$ cat config.mk
export PLATFORM = sky130hd
export DESIGN_NAME = pvd_out_clip
export DESIGN_NICKNAME = d
export VERILOG_FILES = /design/src/rtl/core/polynomial_value_and_derivatives_assert.svh /design/src/rtl/core/pvd_pkg.sv /design/src/rtl/core/pvd_out_clip.sv
export SDC_FILE = /design/constraint.sdc
export NUM_CORES = 1
export LEC_CHECK = 0
export ABC_AREA = 1
export BUFFER_PORTS_ARGS = -buffer_cell sky130_fd_sc_hd__buf_2
export CORE_AREA = 2 2 128 130
export CTS_CLUSTER_DIAMETER = 120
export DETAILED_ROUTE_END_ITERATION = 12
export DIE_AREA = 0 0 130 132
export PLACE_DENSITY = 0.58
export SLEW_MARGIN = 40
export SYNTH_ARGS = -nofsm -noshare
export SYNTH_HDL_FRONTEND = slang
export SYNTH_SLANG_ARGS = --single-unit
export TNS_END_PERCENT = 1
$ cat constraint.sdc
create_clock -name i_clk -period 2.87 [get_ports i_clk]
set_input_delay 0.7175 -clock i_clk [delete_from_list [all_inputs] [get_ports i_clk]]
set_output_delay 0.7175 -clock i_clk [all_outputs]
set_load 0.02 [all_outputs]
$ cat src/rtl/core/polynomial_value_and_derivatives_assert.svh
// ----------------------------------------------------------------------------
// polynomial value and derivatives: assertion macros
// shared property forms for the checks at the end of the top level
// ----------------------------------------------------------------------------
`ifndef POLYNOMIAL_VALUE_AND_DERIVATIVES_ASSERT_SVH
`define POLYNOMIAL_VALUE_AND_DERIVATIVES_ASSERT_SVH

// antecedent implies consequent in the same cycle
`define PVD_ASSERT_IMP(lbl, clk, rst_n, ante, cons, msg) \
    lbl: assert property (@(posedge clk) disable iff (!rst_n) (ante) |-> (cons)) \
        else $error(msg);

// antecedent implies consequent a fixed number of cycles later
`define PVD_ASSERT_DLY(lbl, clk, rst_n, ante, dly, cons, msg) \
    lbl: assert property (@(posedge clk) disable iff (!rst_n) (ante) |-> ##dly (cons)) \
        else $error(msg);

`endif

$ cat src/rtl/core/pvd_pkg.sv
// ----------------------------------------------------------------------------
// pvd_pkg
// types, constants and register codes of the polynomial evaluator
// ----------------------------------------------------------------------------
package pvd_pkg;

    localparam int MAX_TERMS  = 6;
    localparam int FRAC_BITS  = 16;
    localparam int NUM_STEPS  = MAX_TERMS - 1;
    localparam int NUM_CHAINS = 3;
    localparam int PIPE_LAT   = 2 * NUM_STEPS + 2;

    localparam int X_W       = 32;
    localparam int ACC_W     = 64;
    localparam int COEF_W    = 40;
    localparam int CFG_IDX_W = 3;
    localparam int TERM_W    = 3;

    // chain lanes
    localparam int CH_VAL = 0;
    localparam int CH_D1  = 1;
    localparam int CH_D2  = 2;

    // register indexes
    localparam logic [CFG_IDX_W-1:0] REG_TERM_COUNT = CFG_IDX_W'(0);
    localparam logic [CFG_IDX_W-1:0] REG_COEFF_0    = CFG_IDX_W'(1);
    localparam logic [CFG_IDX_W-1:0] REG_COEFF_LAST = CFG_IDX_W'(MAX_TERMS);

    typedef logic signed [ACC_W-1:0]  t_acc;
    typedef logic signed [COEF_W-1:0] t_coef;
    typedef t_coef [NUM_CHAINS-1:0]   t_kset;

    // accumulator limits
    localparam logic [ACC_W-1:0] ACC_LIM_U = ACC_W'(1) << 62;
    localparam t_acc ACC_LIM = t_acc'(ACC_LIM_U);
    localparam t_acc ACC_MIN = -ACC_LIM;
    localparam t_acc RES_MAX = t_acc'(32'sh7fff_ffff);
    localparam t_acc RES_MIN = t_acc'(-(64'sd1 <<< 31));

    // one pipeline word between horner steps
    typedef struct packed {
        logic                  sat;
        logic                  x_neg;
        logic [X_W-1:0]        x_mag;
        t_acc [NUM_CHAINS-1:0] acc;
    } t_stage;

endpackage

$ cat src/rtl/core/pvd_out_clip.sv
// ----------------------------------------------------------------------------
// pvd_out_clip
// final clip of the three chains to 32 bits and the result register
// ----------------------------------------------------------------------------
module pvd_out_clip import pvd_pkg::*; (
    input  logic                  i_clk,
    input  logic                  i_rst_n,
    input  logic                  i_valid,
    input  t_stage                i_stage,
    output logic                  o_valid,
    output logic signed [X_W-1:0] o_poly_value,
    output logic signed [X_W-1:0] o_first_slope,
    output logic signed [X_W-1:0] o_second_slope,
    output logic                  o_saturated
);

    logic                             r_valid;
    logic [NUM_CHAINS-1:0][X_W-1:0]   r_res, n_res;
    logic                             r_sat, n_sat;

    // clip each chain
    always_comb begin
        t_acc a;
        n_sat = i_stage.sat;
        for (int c = 0; c < NUM_CHAINS; c++) begin
            a = i_stage.acc[c];
            if (a > RES_MAX) begin
                a     = RES_MAX;
                n_sat = 1'b1;
            end else if (a < RES_MIN) begin
                a     = RES_MIN;
                n_sat = 1'b1;
            end
            n_res[c] = a[X_W-1:0];
        end
    end

    always_ff @(posedge i_clk) begin
        if (!i_rst_n) begin
            r_valid <= 1'b0;
        end else begin
            r_valid <= i_valid;
        end
    end

    always_ff @(posedge i_clk) begin
        r_res <= n_res;
        r_sat <= n_sat;
    end

    assign o_valid        = r_valid;
    assign o_poly_value   = $signed(r_res[CH_VAL]);
    assign o_first_slope  = $signed(r_res[CH_D1]);
    assign o_second_slope = $signed(r_res[CH_D2]);
    assign o_saturated    = r_sat;

endmodule

# [Word level (Yosys, flattened, before mapping)]
# Index checks and enable logic that the tools add are counted.
[totals] ff_bits=98 word_cells=15
[classes] magnitude_cmp=6 muxes=3 reduce_logical=1
[op_table] op="$gt A64 B32 Y1 const B" count=3
[op_table] op="$lt A64 B32 Y1 const B" count=3
[op_table] op="$mux W32" count=3
[op_table] op="$reduce_or A6 Y1" count=1

# [Longest topological paths before layout]
[depth] word_depth=2 depth_mapped=10

# [Least setup slack after synthesis]
# Ideal clock, no wire load.
[synth_path] path_kind="input port to flip-flop" startpoint="input port i_stage[181] in the netlist's numbering" endpoint="register r_res, in the netlist o_second_slope[0]" setup_time_ns=0.112 t_required_ns=2.758 n_path_buf=1 arrival_time_ns=1.420 slack_ns=1.338 stages=9 path_cell_list="nor2_1 nand2_1 nor2_1 nand2_1 nor2_1 nand2_1 nand2_4 buf_8 nand2_1"
[synth_between] elab_chain_cells=2
[synth_rtl] item="start, declared" line="pvd_out_clip.sv:9" source="input t_stage i_stage,"
[synth_rtl] item="$lt A64 B32 Y1" line="pvd_out_clip.sv:30" source="end else if (a < RES_MIN) begin"
[synth_rtl] item="$mux W32" line="pvd_out_clip.sv:30"
[synth_rtl] item="end signal, assigned" line="pvd_out_clip.sv:47" source="r_res <= n_res;"
[synth_rtl] item="end, declared" line="pvd_out_clip.sv:18" source="logic [NUM_CHAINS-1:0][X_W-1:0] r_res, n_res;"
# Several ways; a longest one is shown, not always the timed one.
# A chain may end at the register's enable or synchronous reset.

# [Final worst setup path]
[layout_path] startpoint="input port i_stage[161] in the netlist's numbering" endpoint="register r_res, in the netlist o_second_slope[29]"
# The elaborated chain is that of the path after synthesis.

==> impl_metrics.yaml <==
worst_setup_path:
  worstSetupStartpointType: "input pin"
  critPathMaxFanout: 23
  crit_type: "input pin to flop"
  required_ns: 3.15
  worst_ep_arrival_time_ns: 2.02
  worstSetupEndpointType: "flop"
yosys:
  syn-mean-instance-area_sq_um: 7.25
  ys_top_cells_by_area: "dfxtp_1 54%, nand2_1 27%, nor2_1 8.8%"
  netlist_area_sq_um: 3650
  ys_seq_elements: 98
  netlist.area_leader.share_pct: 53.7
  synthCells: 504
  seq_area_frac_synth_pct: 53.7
  synth_cell_types: 16
  syn_nets: 733
  yosysWarnings: 0
  synth_top_cell_by_area: "dfxtp_1"
routing:
  drtAntennaViolNets: 0
  drc: 0
  drt-pass1-iter-count: 4
  vias: 3918
  wl_per_cell_um: 11.5
  wl_um: 11700
  drt_iter0_markers: 142
  via_per_inst: 3.87
status:
  status: "finished clean"
global_route:
  grt_use_total_pct: 13.3
  antenna_found_initial: 0
  grt_overflow: 0
  grt_pass1_vias: 3682
  grt_pass1_wl_um: 17800
  grt_max_degree: 33
timing:
  slew_violations: 0
  setup_viol: 0
  slew-limit-headroom_pct: 67.5
  min_period_ns: 1.74
  rsz0062_at_grt: "no"
  setup_tns_ns: 0
  timing.hold.ws_ns: 0.532
  finalHoldViolations: 0
  worst_pin_slew_ns: 0.485
  fmax_ghz: 0.574
  finalCritPeriodShare_pct: 60.7
clock_tree:
  clock_sinks: 98
  cts_resized: 0
  clk_path_buf_depth: 2
  post_cts_buffers: 0
  root_buffer: "clkbuf_16"
  cts_hold_buf: 0
  cts-buffers-inserted: 9
  cts_tree: "done"
  clkTransAtPathRegs_ns: 0.07
  htree_levels: 3
placed_design:
  io_buffers: 293
  gp_congestion: 0.790
  hpwl_um: 9320
  place_inst: 997
power_and_ir_drop:
  total_power_mw: 3.16
  power_leakage_nw: 2.96
  power_density_nw_per_um2: 571
  ir_drop_mv: 0.245
floorplanning:
  ioPinCount: 327
  die_area_sq_um: 17200
  core_area_sq_um: 15700
  fp.dieH_um: 132
  num_rows: 46
  initial_core_util_pct: 23.3
  die_w_um: 130
cells_and_area:
  nets: 1021
  layout-drive-gt1-share_pct: 40.3
  final_cell_mix: "293 x buf_2, 267 x nand2_1, 98 x dfxtp_1"
  syn2layout_area_growth_pct: 51.3
  final_cell_count_no_fill: 1013
  final_common_cell: "buf_2"
  antenna_cells: 0
job:
  cap_viol_max_count: 0
worst_hold_path:
  hold_path.class: "input pin to flop"
cell type report:
cell class                      instances  area [sq um]
Clock buffer                           10           239
Clock inverter                          6          56.3
Fill cell                            1742         10200
Inverter                               14          52.6
Multi-Input combinational cell        371          1440
Sequential cell                        98          1960
Tap cell                              216           270
Timing Repair Buffer                  298          1500
state kept, by name, indices dropped and copies added, names as in the netlist:
signal	flops
o_second_slope	32
o_saturated	1
o_valid	1
o_first_slope	32
o_poly_value	32
metal layers:
layer | routed length, um | vias to the layer above | GRT usage, %
met5 | 0 | - | 0
met2 | 5910 | 172 | 24.3
met3 | 1040 | 17 | 4.18
met4 | 258 | 0 | 5.56
li1 | - | 2081 | -
met1 | 4480 | 1648 | 13.9
cells in the mapped netlist:
cell type / count
clkbuf_1: 2
inv_1: 14
nand2_4: 1
nand2_1: 267
dlygate4sd1_1: 1
nand2_2: 4
buf_6: 6
dfxtp_1: 98
nand3b_1: 1
nor2_2: 1
nand3_1: 4
nor2_1: 86
nand4_1: 6
nand3_2: 1
buf_8: 3
buf_4: 9
through the flow:
stage	util [%]	setup slack [ns]	instance area, sq um
floorplan	-	1.34	3650
global placement	33.3	0.729	5230
detailed placement	33.3	0.728	5230
CTS	35.2	1.09	5530
finish	35.2	1.13	5530
global route	35.2	0.931	5530
power breakdown:
group	total, mW	switching [mW]	internal (mW)
Combinational	0.512	0.305	0.207
Clock	1.18	0.547	0.630
Sequential	1.47	0.0184	1.45
critical path, cell delays in order:
cell	delay (ns)
buf_2	0.09
nand2_1	0.05
nor2_1	0.08
nand2_1	0.05
nor2_1	0.15
nand3_2	0.09
nand2_2	0.37
buf_4	0.26
nand2_1	0.08
nand2_1	0.06
logic make-up after synthesis:
family                 Yosys count  share of synthesized area, %
buffers and inverters           35                          6.81
AND/OR/NAND/NOR                371                          39.5
flip-flops                      98                          53.7
path summary, 6_finish.rpt:
check | from | cells after the start | slack [ns] | to
worst max-delay path | i_stage[161] | 10 | 1.13 | o_second_slope[29]$_SDFF_PN1_
worst min-delay path | i_stage[63] | 1 | 0.53 | o_poly_value[31]$_SDFF_PN0_
Power figures use the tool's default switching activity.
