===== src/rtl/core/polynomial_value_and_derivatives_assert.svh =====
// ----------------------------------------------------------------------------
// polynomial value and derivatives: assertion macros
// shared property forms for the checks at the end of the top level
// ----------------------------------------------------------------------------
`ifndef POLYNOMIAL_VALUE_AND_DERIVATIVES_ASSERT_SVH
`define POLYNOMIAL_VALUE_AND_DERIVATIVES_ASSERT_SVH

// antecedent implies consequent in the same cycle
`define PVD_ASSERT_IMP(lbl, clk, rst_n, ante, cons, msg) \
    lbl: assert property (@(posedge clk) disable iff (!rst_n) (ante) |-> (cons)) \
        else $error(msg);

// antecedent implies consequent a fixed number of cycles later
`define PVD_ASSERT_DLY(lbl, clk, rst_n, ante, dly, cons, msg) \
    lbl: assert property (@(posedge clk) disable iff (!rst_n) (ante) |-> ##dly (cons)) \
        else $error(msg);

`endif


===== src/rtl/core/pvd_pkg.sv =====
// ----------------------------------------------------------------------------
// pvd_pkg
// types, constants and register codes of the polynomial evaluator
// ----------------------------------------------------------------------------
package pvd_pkg;

    localparam int MAX_TERMS  = 6;
    localparam int FRAC_BITS  = 16;
    localparam int NUM_STEPS  = MAX_TERMS - 1;
    localparam int NUM_CHAINS = 3;
    localparam int PIPE_LAT   = 2 * NUM_STEPS + 2;

    localparam int X_W       = 32;
    localparam int ACC_W     = 64;
    localparam int COEF_W    = 40;
    localparam int CFG_IDX_W = 3;
    localparam int TERM_W    = 3;

    // chain lanes
    localparam int CH_VAL = 0;
    localparam int CH_D1  = 1;
    localparam int CH_D2  = 2;

    // register indexes
    localparam logic [CFG_IDX_W-1:0] REG_TERM_COUNT = CFG_IDX_W'(0);
    localparam logic [CFG_IDX_W-1:0] REG_COEFF_0    = CFG_IDX_W'(1);
    localparam logic [CFG_IDX_W-1:0] REG_COEFF_LAST = CFG_IDX_W'(MAX_TERMS);

    typedef logic signed [ACC_W-1:0]  t_acc;
    typedef logic signed [COEF_W-1:0] t_coef;
    typedef t_coef [NUM_CHAINS-1:0]   t_kset;

    // accumulator limits
    localparam logic [ACC_W-1:0] ACC_LIM_U = ACC_W'(1) << 62;
    localparam t_acc ACC_LIM = t_acc'(ACC_LIM_U);
    localparam t_acc ACC_MIN = -ACC_LIM;
    localparam t_acc RES_MAX = t_acc'(32'sh7fff_ffff);
    localparam t_acc RES_MIN = t_acc'(-(64'sd1 <<< 31));

    // one pipeline word between horner steps
    typedef struct packed {
        logic                  sat;
        logic                  x_neg;
        logic [X_W-1:0]        x_mag;
        t_acc [NUM_CHAINS-1:0] acc;
    } t_stage;

endpackage


===== src/rtl/core/pvd_coeff.sv =====
// ----------------------------------------------------------------------------
// pvd_coeff
// configuration registers and the scaled coefficient sets of the three chains
// ----------------------------------------------------------------------------
module pvd_coeff import pvd_pkg::*; (
    input  logic                 i_clk,
    input  logic                 i_rst_n,
    input  logic                 i_cfg_we,
    input  logic [CFG_IDX_W-1:0] i_cfg_index,
    input  logic [X_W-1:0]       i_cfg_data,
    output t_kset [MAX_TERMS-1:0] o_kset
);

    logic [TERM_W-1:0] r_term_count;
    logic [X_W-1:0]    r_coeff [MAX_TERMS];
    logic [CFG_IDX_W-1:0] coeff_sel;
    logic [TERM_W-1:0] n_eff;

    assign coeff_sel = i_cfg_index - REG_COEFF_0;

    // register writes
    always_ff @(posedge i_clk) begin
        if (!i_rst_n) begin
            r_term_count <= TERM_W'(1);
            for (int i = 0; i < MAX_TERMS; i++) begin
                r_coeff[i] <= '0;
            end
        end else if (i_cfg_we) begin
            unique case (i_cfg_index) inside
                REG_TERM_COUNT: r_term_count <= i_cfg_data[TERM_W-1:0];
                [REG_COEFF_0:REG_COEFF_LAST]: r_coeff[coeff_sel] <= i_cfg_data;
                default: ;
            endcase
        end
    end

    // term count clamped to 1..MAX_TERMS
    always_comb begin
        if (r_term_count == '0) begin
            n_eff = TERM_W'(1);
        end else if (r_term_count > TERM_W'(MAX_TERMS)) begin
            n_eff = TERM_W'(MAX_TERMS);
        end else begin
            n_eff = r_term_count;
        end
    end

    // coefficients of value, first and second derivative, zero above the degree
    always_comb begin
        o_kset = '0;
        for (int i = 0; i < MAX_TERMS; i++) begin
            if (i < int'(n_eff)) begin
                o_kset[i][CH_VAL] = t_coef'($signed(r_coeff[i]));
            end
        end
        for (int i = 0; i < MAX_TERMS - 1; i++) begin
            if (i + 1 < int'(n_eff)) begin
                o_kset[i][CH_D1] = t_coef'($signed(r_coeff[i+1])) * t_coef'(i + 1);
            end
        end
        for (int i = 0; i < MAX_TERMS - 2; i++) begin
            if (i + 2 < int'(n_eff)) begin
                o_kset[i][CH_D2] = t_coef'($signed(r_coeff[i+2]))
                                 * t_coef'((i + 1) * (i + 2));
            end
        end
    end

endmodule


===== config.mk =====
export PLATFORM = sky130hd
export DESIGN_NAME = pvd_coeff
export DESIGN_NICKNAME = d
export VERILOG_FILES = /design/src/rtl/core/polynomial_value_and_derivatives_assert.svh /design/src/rtl/core/pvd_pkg.sv /design/src/rtl/core/pvd_coeff.sv
export SDC_FILE = /design/constraint.sdc
export NUM_CORES = 1
export LEC_CHECK = 0
export BUFFER_PORTS_ARGS = -buffer_cell sky130_fd_sc_hd__buf_2
export CAP_MARGIN = 40
export CORE_AREA = 3 3 292 294
export CTS_BUF_LIST = sky130_fd_sc_hd__clkbuf_16
export DETAILED_ROUTE_END_ITERATION = 12
export DIE_AREA = 0 0 295 297
export GPL_TIMING_DRIVEN = 0
export PLACE_DENSITY = 0.44
export SYNTH_ARGS = -nofsm -noshare
export SYNTH_HDL_FRONTEND = slang
export SYNTH_SLANG_ARGS = --single-unit

===== constraint.sdc =====
create_clock -name i_clk -period 5.4 [get_ports i_clk]
set_input_delay 1.08 -clock i_clk [delete_from_list [all_inputs] [get_ports i_clk]]
set_output_delay 1.08 -clock i_clk [all_outputs]
set_load 0.02 [all_outputs]

Word-level counts from Yosys, hierarchy flattened
Memories as Yosys holds them, arrays and structs flattened. Cells that the tools add are included.

Register bits: 3. Memory bits (writable): 192. Input bits: 38. Output and inout port bits: 720. Memories: 1.

Add/subtract/negate cells: 1. Multipliers: 5. Magnitude comparators: 9. Muxes and demuxes: 23. Reduce and logical (&&, ||, !) cells: 5.

Memories: r_coeff (words 6, width 32, rd ports 6, clocked after memory_dff 0, write ports 6, RTL line pvd_coeff.sv:15) `logic [X_W-1:0] r_coeff [MAX_TERMS];`.

Operator list (count): $mux W40 (13); $mul A32 B3 Y35 const B (3); $mul A32 B4 Y36 const B (2); $mux W32 (1); $reduce_or A32 Y1 (1); $mux W3 (3); $logic_not A3 Y1 (2); $lt A1 B3 Y1 const A (2); $lt A2 B3 Y1 const A (2); $lt A3 B3 Y1 const A (2); $mux W1 (6); $ge A3 B1 Y1 const B (1); $gt A3 B3 Y1 const B (1); $le A3 B3 Y1 const B (1); $sub A3 B1 Y3 const B (1); $reduce_and A2 Y1 (1); $logic_and A1 B1 Y1 (1).

Logic depth before layout (Yosys ltp)
Gate-level depths: netlist of run 1.

Depth after elaboration: 8. Gate-level depth with buffers: 14. Mapped depth without buffers: 13.

Worst setup path before layout of run 1
OpenSTA, ideal clock, no wires.

Path type: register to output. Start point: memory r_coeff[5][3]. End point: output o_kset[478] (netlist bit). Arrival: 3641 ps. Required time: 4320 ps. Setup slack: 679 ps. Cell stages (with the launch flop): 15. Path through: edfxtp_1 -> ha_1 -> ha_1 -> inv_1 -> fa_1 -> and2b_1 -> o2111ai_1 -> a31o_2 -> a21o_1 -> o31ai_4 -> a21oi_1 -> a31oi_1 -> nand2_1 -> mux2i_1 -> buf_4.

RTL lines: start, declared (RTL line pvd_coeff.sv:15); end, declared (RTL line pvd_coeff.sv:11) `output t_kset [MAX_TERMS-1:0] o_kset`.

==> metrics.md, run 1 <==
| Metric | Value |
|---|---|
| Status | `finished clean` |
| # H-tree levels | `4` |
| CP max-delay cell | `edfxtp_1` |
| Peak VDD IR | `approximately 0.25 mV` |
| Post-synth top area share | `31.95%` |
| Hold Fails Final Rpt | `0` |
| Row count | `106` |
| Cells along the critical path | `ha_4 -> ha_4 -> inv_2 -> fa_2 -> and2b_1 -> o2111ai_2 -> a31o_4 -> a2111oi_4 -> nor4_4 -> o31ai_2 -> a21oi_2 -> o21ai_2 -> mux2i_2 -> buf_4 -> buf_6` |
| DR WL/cell | `roughly 20 um` |
| Synth area leader | `edfxtp_1` |
| Clock Pin Slew Worst Setup and Hold Paths | `0.08 ns` |
| Final GP Congestion | `around 0.83` |
| Power Density | `around 200 nW/um^2` |
| Vias | `between 15000 and 20000` |
| Finished Core Util | `between 20% and 30%` |
| Vias in the first global route | `around 16000` |
| Commonest non-fill, non-tap cell in the layout | `buf_2` |
| Worst path top cell family by delay | `compound AO/OA/AOI/OAI gates` |
| Critical path peak fanout | `2` |
| Leakage | `between 0.01 and 0.015 uW` |
| Synth cell types | `66` |
| Final setup viols | `0` |
| # DRC | `0` |
| Remaining antenna violation count | `0` |
| Layout area overhead | `36.17%` |
| CTS max path bufs | `2` |
| Starting density of the core | `21.70%` |
| Die span in x | `between 200 and 300 um` |
| Gr ovfl total | `0` |
| Fin. max-slew vios | `0` |
| WP data arrival | `~4.2 ns` |
| Most frequent CP cell | `ha_4` |
| Root Buffer | `clkbuf_16` |
| DR pass1 iterations | `5` |
| Fraction of registers with async set/reset | `0%` |
| Share of layout cells above drive strength 1 | `a little over 40%` |
| Largest stage delay on the critical path | `0.46 ns` |
| Core Region | `around 83000 sq um` |
| Main flop type after synthesis | `edfxtp_1` |
| Design Power | `4972 uW` |
| Number of synthesized register bits | `between 150 and 200` |
| Initial DRC Count | `around 840` |
| First-pass GRT wire length | `between 100000 and 150000 um` |
| Post-layout net count | `just over 3000` |
| Synth Area per Inst | `between 8 and 9 sq um` |
| Met1 WL | `33530 um` |
| Placed insts | `~4000` |
| Num CTS Buffers | `17` |
| Post-DP HPWL | `63920 um` |
| Unrepaired setup endpoints after global routing | `yes` |
| Cells after Synth | `slightly above 2000` |
| Met3 wire length | `around 5000 um` |
| Max-Cap Viols | `0` |
| Worst endpoint required time | `~4.3 ns` |
| CP startpoint kind | `flop` |
| Sequential fraction of the synthesis area | `about a third` |
| Post-Layout Cell Count | `around 3900` |
| Most frequent cells in the layout | `623 x buf_2, 438 x buf_4, 241 x nor2_1, 192 x edfxtp_1, 185 x ha_1` |
| Port buffer count | `628` |
| Clock Sink Count | `roughly 200` |
| Top Layer Used | `met5` |
| DR WL met2 | `around 38000 um` |
| IO Pins | `between 700 and 800` |
| Final wirelength | `roughly 78000 um` |
| Setup CP Type | `reg -> out` |
| Post-synth EDFFs | `between 150 and 200` |
| Largest net degree at the start of global routing | `33` |
| Die area | `87620 sq um` |
| Later-pin clock latency in the skew report | `slightly below 0.5 ns` |
| Endpoint type of the worst setup path | `primary output` |
| Vias per std cell | `just over 4` |
| Slew headroom | `a little over two fifths` |
| Synth Warn # | `0` |
| Final clock skew | `0 ns` |
| Area contributors post-synth | `edfxtp_1 32%, buf_4 18%, ha_1 13%` |
| Total track usage | `17.17%` |
| Die Height | `297 um` |
| Worst Hold Class | `reg -> reg` |
| Cts hold-fix bufs | `0` |
| FMAX | `approximately 190 MHz` |
| Cell Area, Synth | `18050 sq um` |
| Worst-margin pin slew | `between 0.8 and 0.9 ns` |
| Buf/Inv on CP | `3` |
| Fin crit period | `5.250 ns` |
| CTS tree | `built` |
| Tcrit/Tclk final | `between 90% and 100%` |
| Initial antenna violation count | `12` |
-- flip-flops by register name (all words and copies together) (netlist names) --
register,cells
r_coeff,192
r_term_count,3
-- layout make-up --
type / count / area, sq um
fillers: 8986 / 58580
inverters: 68 / 255.2
repair buffers: 674 / 3876
clock inverters: 15 / 145.1
flip-flops and latches: 195 / 5826
multi-input cells: 1359 / 9101
plain buffers: 526 / 3590
diodes: 2 / 5.005
well taps: 1080 / 1351
clock buffers: 17 / 425.4
-- Yosys cell counts (all sizes together), types with 10 or more instances --
cell type,instances
a21o,63
a21oi,97
and2,93
and3,39
buf,430
clkbuf,96
edfxtp,192
ha,190
inv,68
mux2i,10
nand2,96
nand2b,16
nand3,23
nand4,16
nor2,242
nor2b,81
nor3,20
o211ai,12
o21a,19
o21ai,49
o21bai,13
xnor2,35
xor2,28
-- worst reg2reg max path, cell delays in order (launching register included) --
cell and delay, ns:
dfxtp_1 0.35, clkbuf_1 0.56, clkbuf_1 0.66, buf_8 0.22
mux2i_1 0.08, nor2_1 0.08
-- path summary, 6_finish.rpt --
| kind | slack, ns | depth (start not counted) | to | startpoint |
|---|---|---|---|---|
| max | 0.15 | 15 | o_kset[473] | r_coeff[5][3] |
| min | 0.56 | 2 | r_term_count[0] | r_term_count[0] |
| max reg2reg | 3.40 | 5 | r_term_count[2] | r_term_count[2] |
| min reg2reg | 0.56 | 2 | r_term_count[0] | r_term_count[0] |
-- cell families (layout without fill, tap and decap cells) --
logic type               count (synthesis)  in the layout  share of synthesized area [%]
AND/OR/NAND/NOR                        658            658                          18.05
buffers and inverters                  594           1300                          21.24
AO/OA/AOI/OAI                          306            306                          11.29
flip-flops                             195            195                          32.28
adder cells (fa/ha/maj)                193            193                          13.51
XOR/XNOR                                63             63                          3.057
multiplexers                            10             10                         0.5547
other                                    1            131                        0.02078
-- per-stage QoR --
| stage | hold slack [ns] | setup slack [ns] | TNS, ns | cell area, sq um |
|---|---|---|---|---|
| detailed placement | 0.5459 | 0.1831 | 0 | 23600 |
| global placement | 0.5375 | -1.178 | -61.94 | 23020 |
| finish | 0.5627 | 0.1504 | 0 | 24570 |
| floorplan | 0.4854 | 0.6792 | 0 | 18530 |
| CTS | 0.5670 | 0.01299 | 0 | 24310 |
| global route | 0.6198 | -0.04902 | -0.2640 | 24570 |
-- repair_timing --
item / CTS / global route
setup buffers: 9 / 6
setup endpoints to repair: 25 / 33
gates resized for setup: 14 / 45
pin swaps: 7 / 19
-- where the power goes --
group          total (uW)  leakage, uW  internal (uW)  switching [uW]
logic                1840       0.0111            731            1110
registers            1840      0.00186           1760            77.5
clock network        1300     0.000277            612             684
total                4970       0.0132           3100            1870
-- metal layers --
| metal | global-route usage (%) | up-vias |
|---|---|---|
| met5 | 0 | - |
| met4 | 2.887 | 12 |
| met3 | 3.994 | 60 |
| met2 | 30.26 | 596 |
| met1 | 21.49 | 7436 |
| li1 | - | 7989 |
Note: power is estimated with default switching activity, not from simulation.
==> run 2: changes to the inputs <==
Settings changed: ABC_AREA set to 1, CORE_AREA 3 3 292 294 to 3 3 295 297, DIE_AREA 0 0 295 297 to 0 0 298 300, PLACE_DENSITY 0.44 to 0.47.
==> run 2 against run 1 <==
Setup slack better by 0.42 ns; die area rose by 2.0%; sequential power barely moved; first-iteration DRC count up 29%; wire length increased by 5.1%; sequential share of layout area down 1.5 points; non-clock buffer count down 60; critical path depth is 2 higher; synthesized cell count increased by 51%; critical path type unchanged.
==> metrics.md, run 2 <==
| Metric | Value |
|---|---|
| Cts hold-fix bufs | `0` |
| Commonest cells in the netlist | `803 x nand2_1, 595 x inv_1, 561 x nor2_1` |
| Top reg by flops | `r_coeff` |
| Final GP Congestion | `0.8816` |
| Storage element area | `between 5000 and 6000 sq um` |
| Vias per std cell | `3.846` |
| Critical Path End | `o_kset[479]` |
| Commonest non-fill, non-tap cell in the layout | `nand2_1` |
| Setup TNS | `0 ns` |
| Buf/Inv on CP | `4` |
| Final clock skew | `0 ns` |
| Hold path depth | `2` |
| Unrepaired setup endpoints after global routing | `no` |
| Max reg flops | `roughly 190` |
| Final setup viols | `0` |
| Row count | `~110` |
| Post-synth EDFFs | `192` |
| Later-pin clock latency in the skew report | `roughly 0.5 ns` |
| Clock share of power | `between 20% and 30%` |
| Gr ovfl total | `0` |
| Total track usage | `17.93%` |
| Die area | `~89000 sq um` |
| Clock Pin Slew Worst Setup and Hold Paths | `approximately 0.08 ns` |
| Synth cell types | `34` |
| Main flop type after synthesis | `edfxtp_1` |
| Synth Area per Inst | `~6.7 sq um` |
| Hold_ws | `0.5003 ns` |
| Switching share of total power | `41.66%` |
| First-pass GRT wire length | `roughly 120000 um` |
| Slew headroom | `between 40 and 50%` |
| Max-Cap Viols | `0` |
| Hold Fails Final Rpt | `0` |
| Fillers | `about 9600` |
| Worst Hold Class | `reg -> reg` |
| CTS max path bufs | `2` |
| Critical path peak fanout | `8` |
| Largest stage delay on the critical path | `between 0.4 and 0.5 ns` |
| Die Height | `300 um` |
| Combinational Power Share | `roughly two fifths` |
| Fin. max-slew vios | `0` |
| Endpoint type of the worst setup path | `primary output` |
| Worst path top cell family by delay | `simple AND/OR/NAND/NOR gates` |
| Tcrit/Tclk final | `a little under 90%` |
| Setup CP Type | `reg -> out` |
| Cts repair resizes | `0` |
| Most numerous cell in the Yosys netlist | `nand2_1` |
| DR pass1 iterations | `5` |
| FMAX | `slightly above 200 MHz` |
| Port buffer count | `roughly 630` |
| Clock Sink Count | `approximately 200` |
| Cell internal pwr | `~3100 uW` |
| Fin crit period | `between 4 and 5 ns` |
| Area of the multi-input gates | `about 9000 sq um` |
| Critical path depth in cells | `17` |
| Status | `finished clean` |
| Remaining antenna violation count | `0` |
| Peak VDD IR | `~0.21 mV` |
| Post-synth top area share | `28.29%` |
| Reg2reg setup slack | `between 3 and 4 ns` |
| Largest net degree at the start of global routing | `33` |
| P_sw | `2230 uW` |
| Final wirelength | `81800 um` |
| Leakage | `between 0.015 and 0.02 uW` |
| Worst-margin pin slew | `between 0.8 and 0.9 ns` |
| Cell Area, Synth | `approximately 20000 sq um` |
| CTS tree | `built` |
| Synth Warn # | `0` |
| Post-DP HPWL | `just under 70000 um` |
| Area contributors post-synth | `edfxtp_1 28%, buf_4 16%, nand2_1 15%` |
| Number of synthesized register bits | `a little under 200` |
| # DRC | `0` |
| Power Density | `203.8 nW/um^2` |
| Cells after Synth | `roughly 3000` |
| Postcts setup bufs | `0` |
| CP max-delay cell | `edfxtp_1` |
| Initial antenna violation count | `9` |
| Vias in the first global route | `18240` |
| Most frequent CP cell | `nand2_1` |
| Share of layout cells above drive strength 1 | `slightly below 30%` |
| Fraction of registers with async set/reset | `0%` |
| Critical path origin | `r_coeff[5][1]` |
| # H-tree levels | `4` |
| Largest regs | `r_coeff (192), r_term_count (3)` |
| FF-to-FF End | `r_term_count[2]` |
| Reg-to-reg critical path startpoint | `r_term_count[2]` |
| Num CTS Buffers | `17` |
| Die span in x | `roughly 300 um` |
| WP data arrival | `roughly 3.8 ns` |
| Core Region | `84880 sq um` |
| Starting density of the core | `about a quarter` |
| Layout Cell Area excl Fill | `26270 sq um` |
| Share of power burned in registers | `34.5%` |
| Vias | `19240` |
| Sequential fraction of the synthesis area | `~29%` |
| Layout area overhead | `28.86%` |
| Synth area leader | `edfxtp_1` |
| Placed Area | `roughly 26000 sq um` |
| Initial DRC Count | `1083` |
| Cells along the critical path | `ha_1 -> ha_1 -> inv_1 -> fa_1 -> inv_1 -> nand2_1 -> nand2_1 -> nand3_1 -> nand2_1 -> nand2_1 -> nand2_1 -> nand2_1 -> nand2_1 -> nor2_1 -> nor2_1 -> buf_4 -> buf_2` |
| Post-layout net count | `about 4100` |
| CP startpoint kind | `flop` |
| Most frequent cells in the layout | `800 x nand2_1, 633 x buf_2, 595 x inv_1, 560 x nor2_1, 428 x buf_4` |
| Root Buffer | `clkbuf_16` |
| Worst r2r path cells | `3` |
| Worst endpoint required time | `roughly 4.3 ns` |
| DR WL/cell | `roughly 16 um` |
| IO Pins | `~760` |
[run 2: cell types whose count changed after synthesis, moves of 25 or more]
cell,change
and2_1,-92
nand2_1,+707
nor2b_1,-81
and3_1,-37
a21o_1,-63
nor2_1,+319
clkbuf_1,-41
inv_1,+527
xor2_1,-25
[run 2: cells by family after synthesis]
kind of cell | Yosys count | synth area share (%)
compound gates | 115 | 2.873
xor+xnor | 19 | 0.8164
fa+ha+maj | 193 | 11.96
buf+inv | 1101 | 28.60
flops | 195 | 28.58
other cells | 1 | 0.01840
simple gates | 1433 | 27.16
[run 2: area by class of cell]
cell class              count  area share, %
inverters                 599          8.560
plain buffers             502          13.63
multi-input cells        1889          35.21
clock buffers              17          1.620
well taps                1144          5.449
diodes                      3        0.02858
flip-flops and latches    195          22.18
clock inverters            15         0.7431
repair buffers            638          12.58
[run 2: per-layer routing]
| metal | part of all wire [%] | GRT usage, % | vias to the layer above | wire length [um] |
|---|---|---|---|---|
| li1 | - | - | 10160 | - |
| met1 | 46 | 23.86 | 8491 | 37550 |
| met2 | 47 | 30.44 | 537 | 38590 |
| met3 | 5.6 | 3.408 | 47 | 4592 |
| met4 | 1.3 | 3.301 | 6 | 1027 |
| met5 | 0.050 | 0 | - | 41 |
[run 2: worst min path at each step]
stage                          from               to  slack (ns)
floorplan           r_term_count[1]  r_term_count[1]        0.45
global placement    r_term_count[1]  r_term_count[1]        0.47
detailed placement  r_term_count[1]  r_term_count[1]        0.48
CTS                 r_term_count[1]  r_term_count[1]        0.49
global route        r_term_count[1]  r_term_count[1]        0.52
finish              r_term_count[1]  r_term_count[1]        0.50
[run 2: power groups by stage]
| stage | clock (uW) | sequential (uW) | combinational [uW] |
|---|---|---|---|
| floorplan | 0 | 1850 | 1560 |
| global placement | 0 | 1890 | 2150 |
| detailed placement | 0 | 1880 | 2160 |
| CTS | 1410 | 1850 | 2170 |
| global route | 1460 | 1860 | 2440 |
| finish | 1360 | 1850 | 2150 |
[run 2: metrics by stage]
stage	power, uW	utilization (%)	worst slack (ns)	cells
after floorplan	3402	-	0.9379	3185
after global placement	4039	29.97	-0.4967	4956
after detailed placement	4044	30.20	1.120	4966
after CTS	5431	30.93	0.5327	4998
after global routing	5757	30.94	0.2412	5000
final	5354	30.95	0.5717	5002
[run 2: tightest hold or removal path, cell delays in order (launching register included)]
cell and delay (ns):
dfxtp_1 0.35, inv_1 0.06, a21oi_1 0.05
==> run 3: changes to the inputs <==
Settings changed: CELL_PAD_IN_SITES_DETAIL_PLACEMENT set to 0, CELL_PAD_IN_SITES_GLOBAL_PLACEMENT set to 2, CORE_AREA 3 3 295 297 to 3 3 293 295, DIE_AREA 0 0 298 300 to 0 0 296 298, PLACE_DENSITY 0.47 to 0.79.
==> run 3 against run 2 <==
Hold slack lost 0.0046 ns; critical path type unchanged; largest power group unchanged; critical path depth unchanged; clock skew unchanged; sequential share of layout area up 0.078 points; clock power down 6%; sequential power hardly changed; critical endpoint is now o_kset[317]; setup slack worse by 0.046 ns; die area shrank 1.3%.
==> metrics.md, run 3 (synthesis results as in run 2) <==
| Metric | Value |
|---|---|
| Status | `finished clean` |
| Clock Pin Slew Worst Setup and Hold Paths | `around 0.080 ns` |
| Die span in x | `just under 300 um` |
| Fin crit period | `between 4 and 5 ns` |
| Largest regs | `r_coeff (192), r_term_count (3)` |
| First-pass GRT wire length | `between 100000 and 150000 um` |
| CTS tree | `built` |
| DR WL/cell | `~17 um` |
| Most frequent cells in the layout | `800 x nand2_1, 633 x buf_2, 595 x inv_1, 560 x nor2_1, 429 x buf_4` |
| Most frequent CP cell | `nand2_1` |
| IO Pins | `758` |
| CP max-delay cell | `nor2_1` |
| Post-layout net count | `roughly 4100` |
| Unrepaired setup endpoints after global routing | `no` |
| Vias | `between 15000 and 20000` |
| Placed Area | `25600 sq um` |
| Port buffer count | `~630` |
| Reg-to-reg critical path startpoint | `r_term_count[2]` |
| Cts repair resizes | `0` |
| Vias in the first global route | `roughly 18000` |
| CP startpoint kind | `flop` |
| Setup CP Type | `reg -> out` |
| Worst Hold Class | `reg -> reg` |
| CTS max path bufs | `2` |
| Final wirelength | `about 80000 um` |
| Gr ovfl total | `0` |
| Final setup viols | `0` |
| Critical path peak fanout | `11` |
| Placed insts | `just under 5000` |
| Hold Fails Final Rpt | `0` |
| Slew headroom | `41.46%` |
| Initial DRC Count | `945` |
| Largest stage delay on the critical path | `approximately 0.53 ns` |
| Design Power | `5308 uW` |
| Tcrit/Tclk final | `90.26%` |
| Diode count | `0` |
| Critical path depth in cells | `17` |
| Hold Path Origin | `r_term_count[1]` |
| Peak VDD IR | `roughly 0.18 mV` |
| Row count | `106` |
| FMAX | `a little over 200 MHz` |
| Starting density of the core | `about 24%` |
| Total track usage | `between 10% and 20%` |
| Max-Cap Viols | `0` |
| WP data arrival | `approximately 3.8 ns` |
| Critical path origin | `r_coeff[3][1]` |
| Post-DP HPWL | `71850 um` |
| Commonest non-fill, non-tap cell in the layout | `nand2_1` |
| Die Height | `~300 um` |
| Post-Layout Cell Count | `4937` |
| Core Region | `approximately 83000 sq um` |
| Worst-margin pin slew | `~0.9 ns` |
| # H-tree levels | `4` |
| Vias per std cell | `just under 4` |
| Worst path top cell family by delay | `simple AND/OR/NAND/NOR gates` |
| Buf/Inv on CP | `4` |
| Later-pin clock latency in the skew report | `0.47 ns` |
| Leakage | `0.01621 uW` |
| # DRC | `0` |
| Die area | `88210 sq um` |
| Remaining antenna violation count | `0` |
| DR pass1 iterations | `5` |
| Final GP Congestion | `0.8357` |
| Clock Sink Count | `195` |
| Layout Cell Area excl Fill | `~26000 sq um` |
| Power Density | `~200 nW/um^2` |
| Cells along the critical path | `ha_1 -> ha_1 -> inv_1 -> fa_1 -> inv_1 -> nand2_1 -> nand2_1 -> nand3_1 -> nand2_1 -> nand2_1 -> nand2_1 -> nand2_1 -> nand2_1 -> nor2_1 -> nor2_1 -> buf_4 -> buf_2` |
| Hold path depth | `2` |
| Postcts setup bufs | `0` |
| Share of layout cells above drive strength 1 | `between 20 and 30%` |
| Largest net degree at the start of global routing | `26` |
| Worst r2r path cells | `3` |
| Top reg by flops | `r_coeff` |
| Endpoint type of the worst setup path | `primary output` |
| Final clock skew | `0 ns` |
| Root Buffer | `clkbuf_16` |
| Worst endpoint required time | `around 4.3 ns` |
| Initial antenna violation count | `6` |
| Num CTS Buffers | `17` |
| Layout area overhead | `28.41%` |
| Fin. max-slew vios | `0` |
| Max reg flops | `around 190` |
| Cts hold-fix bufs | `0` |
| Setup TNS | `0 ns` |
[run 3: cell count changes in the layout (fill, tap and decap cells not counted)]
cell        previous run  this run
bufinv_16              0         1
buf_6                 16        15
clkinvlp_4             0         3
clkinv_1               1         2
buf_16                 2         3
clkinv_8               5         1
clkinv_4               1         2
diode_2                3         0
clkinv_2               1         2
buf_4                428       429
inv_12                 3         0
buf_8                  2         3
[run 3: final cells by class]
class,count,area [sq um]
Sequential cell,195,5826
Timing Repair Buffer,640,3342
Clock inverter,15,151.4
Buffer,502,3581
Tap cell,1080,1351
Clock buffer,17,425.4
Inverter,599,2248
Multi-Input combinational cell,1889,9249
Fill cell,9503,57250
[run 3: worst register-to-register path, cell delays in order (launching register included)]
cell	delay (ns)
dfxtp_1	0.42
clkbuf_1	0.34
inv_1	0.21
a21oi_1	0.16
[run 3: layer usage]
| metal | vias up | global-route usage (%) | wire length [um] |
|---|---|---|---|
| met5 | - | 0 | 55 |
| li1 | 10150 | - | - |
| met4 | 8 | 3.471 | 1028 |
| met1 | 8576 | 22.43 | 35940 |
| met3 | 45 | 2.124 | 3636 |
| met2 | 498 | 33.06 | 41270 |
[run 3: stage by stage]
| step | hold WS, ns | setup WS [ns] | util, % |
|---|---|---|---|
| floorplan | 0.4500 | 0.9379 | - |
| global placement | 0.4778 | -1.432 | 30.40 |
| detailed placement | 0.4813 | 0.9614 | 30.68 |
| CTS | 0.4933 | 0.4088 | 31.37 |
| global route | 0.5279 | 0.2096 | 31.37 |
| finish | 0.4956 | 0.5257 | 31.37 |
[run 3: worst paths after layout]
path / slack [ns] / to
worst max register to register: 4.19 / r_term_count[2]
worst min register to register: 0.50 / r_term_count[1]
worst max-delay path: 0.53 / o_kset[317]
worst min-delay path: 0.50 / r_term_count[1]
[run 3: where the power goes]
group | switching [uW] | internal [uW] | leakage [uW]
registers | 92.3 | 1770 | 0.00187
clock network | 631 | 649 | 0.000276
logic | 1450 | 723 | 0.0141
total | 2170 | 3140 | 0.0162
